### src/hdl/bez_ram.sv
`timescale 1ns / 1ps
`default_nettype none
// ----------------------------------------------------------------------------
// Generic simple dual-port RAM
// One write port and one read port with the read data registered.
// ----------------------------------------------------------------------------
module bez_ram #(
   parameter int WIDTH = 64,
   parameter int DEPTH = 16
) (
   input  wire logic                     clock,
   input  wire logic                     wr_en,
   input  wire logic [$clog2(DEPTH)-1:0] wr_addr,
   input  wire logic [WIDTH-1:0]         wr_data,
   input  wire logic [$clog2(DEPTH)-1:0] rd_addr,
   output      logic [WIDTH-1:0]         rd_data
);

   logic [WIDTH-1:0] mem_ff [DEPTH];

   always_ff @(posedge clock) begin
      if (wr_en) begin
         mem_ff[wr_addr] <= wr_data;
      end
      rd_data <= mem_ff[rd_addr];
   end

endmodule
`default_nettype wire

### config.mk
export PLATFORM = sky130hd
export DESIGN_NAME = bez_ram
export DESIGN_NICKNAME = d
export VERILOG_FILES = /design/src/hdl/bez_ram.sv
export SDC_FILE = /design/constraint.sdc
export NUM_CORES = 1
export LEC_CHECK = 0
export BUFFER_PORTS_ARGS = -buffer_cell sky130_fd_sc_hd__buf_2
export CAP_MARGIN = 15
export CORE_MARGIN = 2
export CORE_UTILIZATION = 50
export CTS_CLUSTER_DIAMETER = 100
export CTS_CLUSTER_SIZE = 8
export DETAILED_ROUTE_END_ITERATION = 10
export GPL_ROUTABILITY_DRIVEN = 1
export PLACE_DENSITY = 0.65
export SLEW_MARGIN = 20
export SYNTH_ARGS = -nofsm -noshare
export SYNTH_HDL_FRONTEND = slang
export SYNTH_SLANG_ARGS = --single-unit
### constraint.sdc
create_clock -name clock -period 5.8 [get_ports clock]
set_input_delay 0.58 -clock clock [delete_from_list [all_inputs] [get_ports clock]]
set_output_delay 0.58 -clock clock [all_outputs]
set_load 0.005 [all_outputs]
### Yosys cells after proc, flatten, opt, wreduce, memory -nomap -nowiden

Memory sizes are Yosys's and may differ from the RTL's. A register that Yosys moved wholly into a read port is not among the register bits.
Index checks and enable logic that the tools add are counted.

* memories kept: 1
* output and inout bits: 64
* logic and storage cells: 3
* register bits after elaboration: 0
* bits in writable memories: 1024

Memories
* mem_ff: words 16, width 64, read ports 1, clocked after memory_dff 1, write ports 1, RTL line 19 `logic [WIDTH-1:0] mem_ff [DEPTH];`

* multiplexer cells: 2

Operators by type and width (number)
* $mux W1: 2

### Longest topological paths before layout

* word-level depth: 2
* gate-level depth with buffers: 6
* mapped depth without buffers: 3

### Least setup slack after synthesis

OpenSTA, ideal clock, no wires.

* path type: input-to-reg
* start: input wr_addr[2]
* end: memory mem_ff[0][0], enable pin
* setup slack: -0.209 ns
* stages: 2
* setup time: 0.565 ns
* required time: 5.235 ns
* arrival time: 5.443 ns
* cell sequence: or3b_2 -> nor3_1

RTL lines
* start, declared: RTL line 13 `input wire logic [$clog2(DEPTH)-1:0] wr_addr,`
* end, declared: RTL line 19

No word-level cell before the write port.

### Worst setup path after layout

* start: input wr_addr[2]
* end: memory mem_ff[0][34], enable pin

No word-level cell before the write port.

==> impl_metrics.toml <==
[outcome]
status = "completed"

[grt]
antenna_found_initial = 9
grt_pass1_vias = 19200
grt_max_degree = 105
gr-total-overflow = 0
track_usage_pct = 21.8
grt_pass1_wl_mm = 128

[timing]
final.period_utilization_pct = 40.9
tightestPinTransition_ps = 968
maxSlewViolCount = 0
holdWs_ps = 230
slew_headroom_pct = 35.5
setup_tns_ps = 0
hold_viol = 0
post-route-min-period_ps = 2370
rsz0062_at_grt = "false"
finClkSkew_ps = 15.6
setup_violations = 0
clock.fmax_mhz = 422

[critical_path]
path_cells = "buf_2 -> or3b_2 -> nor3_4 -> buf_4 -> buf_4"
cp_top_family = "buffers and inverters"
regToRegSetupSlack_ps = 4460
worst_ep_required_time_ps = 6140
cp-start-kind = "input pin"
end_kind = "flip-flop"
cpPeakStageDelay_ps = 660
crit_path_frequent_cell = "buf_4"
crit_buf_inv = 3
crit_slowest_cell = "buf_4"
worstSetupPathType = "in -> reg"
arrival_ps = 2710
path_max_fanout = 37

[synthesis]
synth_largest_area_cell = "edfxtp_1"
syn_inst = 1647
avgSynthCellArea_um2 = 24.0
async_flop_share_pct = 0
synth_mux_area_share_pct = 14.6
synth_seq_cells = 1088
synth_edf_count = 1024
synth_top_family_by_area = "multiplexers"
synthXorXnorAreaFrac_pct = 0
synth_nets = 1721
synth_compound_area_share_pct = 2.43
synth_fa_ha_area_share_pct = 0
yosys.area.top_type_share_pct = 77.7
synthSimpleGateAreaFrac_pct = 0.942
seq_area_frac_synth_pct = 80.9
synth.distinct_cells = 18
synthFlopType = "edfxtp_1"
yosysMostFrequentCell = "edfxtp_1"
yosysWarnings = 0
syn_area_um2 = 39600
synth_area_leaders = "edfxtp_1 78%, mux4_2 15%, dfxtp_1 3.2%, a22oi_1 2.4%, nand2_1 0.62%"
synth_commonest_cells = "1,024 x edfxtp_1, 256 x mux4_2, 128 x a22oi_1, 65 x nand2_1, 64 x dfxtp_1"

[die]
die_width_um = 285
start_util_pct = 50.3
num_rows = 103
dieArea_um2 = 81400
num_io_pins = 138
die-height_um = 285
core-area_um2 = 78700

[cells_and_area]
layout-drive-gt1-share_pct = 31.3
nFillCells = 5503
final_area_um2 = 46200
num-nets-final = 1979
seqCellArea_um2 = 32000
multi_input_area_um2 = 7240
syn_to_final_growth_pct = 16.8

[clock_network]
clk_latency_ps = 720
cts_resized = 0
cts_tree = "built"
h-tree-depth = 4
clk_pin_slew_ps = 50
numCtsBuffers = 153
clock-sinks = 1088
clockBufferDepth = 3
clockRootBuffer = "clkbuf_16"
ctsHoldBuffers = 0
cts_setup_buffers = 0

[power_and_ir_drop]
leakage_nw = 15.0
powerDensity_nw_per_um2 = 384
total_power_mw = 17.7
irDropWorstVdd_mv = 0.281

[place]
dp_hpwl_mm = 42.4
place_congestion = 0.712
place_area_um2 = 41700
numPortBuffers = 137

[detailed_routing]
drc = 0
num_vias = 18400
wl_per_cell_um = 28.4
drtIter0Drc = 1896
via_per_inst = 5.99
drt_first_pass_iters = 5
postRouteAntennaNets = 0
totalWireLength_mm = 87.1

[min_path]
hp-class = "in -> reg"

[run]
cap_violations = 0
state kept, by name, summed over array words and instances, names as in the netlist:
register / flops
mem_ff: 1024
rd_data: 64
cells by family after synthesis:
logic type	after synthesis
AND/OR/NAND/NOR	91
flip-flops	1088
buffers and inverters	84
multiplexers	256
AO/OA/AOI/OAI	128
final timing paths:
| check | startpoint | to | cells past startpoint |
|---|---|---|---|
| setup reg to reg | mem_ff[2][46]$_DFFE_PP_ | rd_data[46]$_DFF_P_ | 3 |
| setup / recovery | wr_addr[2] | mem_ff[0][34]$_DFFE_PP_ | 5 |
| hold reg to reg | mem_ff[14][53]$_DFFE_PP_ | rd_data[53]$_DFF_P_ | 3 |
| hold / removal | wr_data[6] | mem_ff[14][6]$_DFFE_PP_ | 1 |
stage by stage:
stage | std cells | worst slack (ps) | util (%)
3_3_place_gp | 2798 | 2730 | 53.0
5_1_grt | 3068 | 3360 | 58.7
6_report | 3071 | 3430 | 58.7
3_5_place_dp | 2799 | 2690 | 53.0
2_1_floorplan | 1647 | 91.2 | -
4_1_cts | 3066 | 3450 | 58.7
cells in the final DEF, fill, tap and decap left out:
| cell type | instances |
|---|---|
| buf_4 | 43 |
| buf_2 | 135 |
| nand3b_1 | 2 |
| inv_6 | 2 |
| nor2_4 | 13 |
| mux4_2 | 256 |
| a22oi_1 | 128 |
| nand3_1 | 1 |
| clkbuf_1 | 99 |
| nor2b_4 | 2 |
| dfxtp_1 | 64 |
| edfxtp_1 | 1024 |
| buf_8 | 2 |
| buf_12 | 5 |
| buf_16 | 2 |
| and2_4 | 1 |
| nand2_1 | 65 |
| nor3_4 | 1 |
| clkbuf_16 | 155 |
| inv_16 | 1 |
| nor3_2 | 3 |
| nand2b_1 | 2 |
| or3b_2 | 1 |
| diode_2 | 4 |
| clkinv_8 | 10 |
area by class of cell:
class	instances	share of cell area (%)
Clock inverter	13	0.433
Sequential cell	1088	69.3
Antenna cell	4	0.0217
Timing Repair Buffer	187	2.56
Tap cell	1050	2.84
Multi-Input combinational cell	475	15.7
Clock buffer	254	9.19
routing by layer:
| layer | vias up | part of all wire (%) | global-route usage [%] | wire length (µm) |
|---|---|---|---|---|
| met3 | 147 | 8.1 | 5.33 | 7090 |
| met5 | - | 0.046 | 0 | 40 |
| met2 | 765 | 48 | 33.5 | 41900 |
| met4 | 6 | 2.0 | 6.35 | 1700 |
| met1 | 9872 | 42 | 31.4 | 36400 |
| li1 | 7600 | - | - | - |
power by group:
part / switching [mW] / total (mW) / internal [mW] / leakage (nW)
clock: 3.17 / 8.14 / 4.97 / 2.11
sequential: 0.0600 / 8.87 / 8.81 / 9.79
combinational: 0.432 / 0.739 / 0.308 / 3.06
No activity file was read; power rests on OpenSTA's default activity.
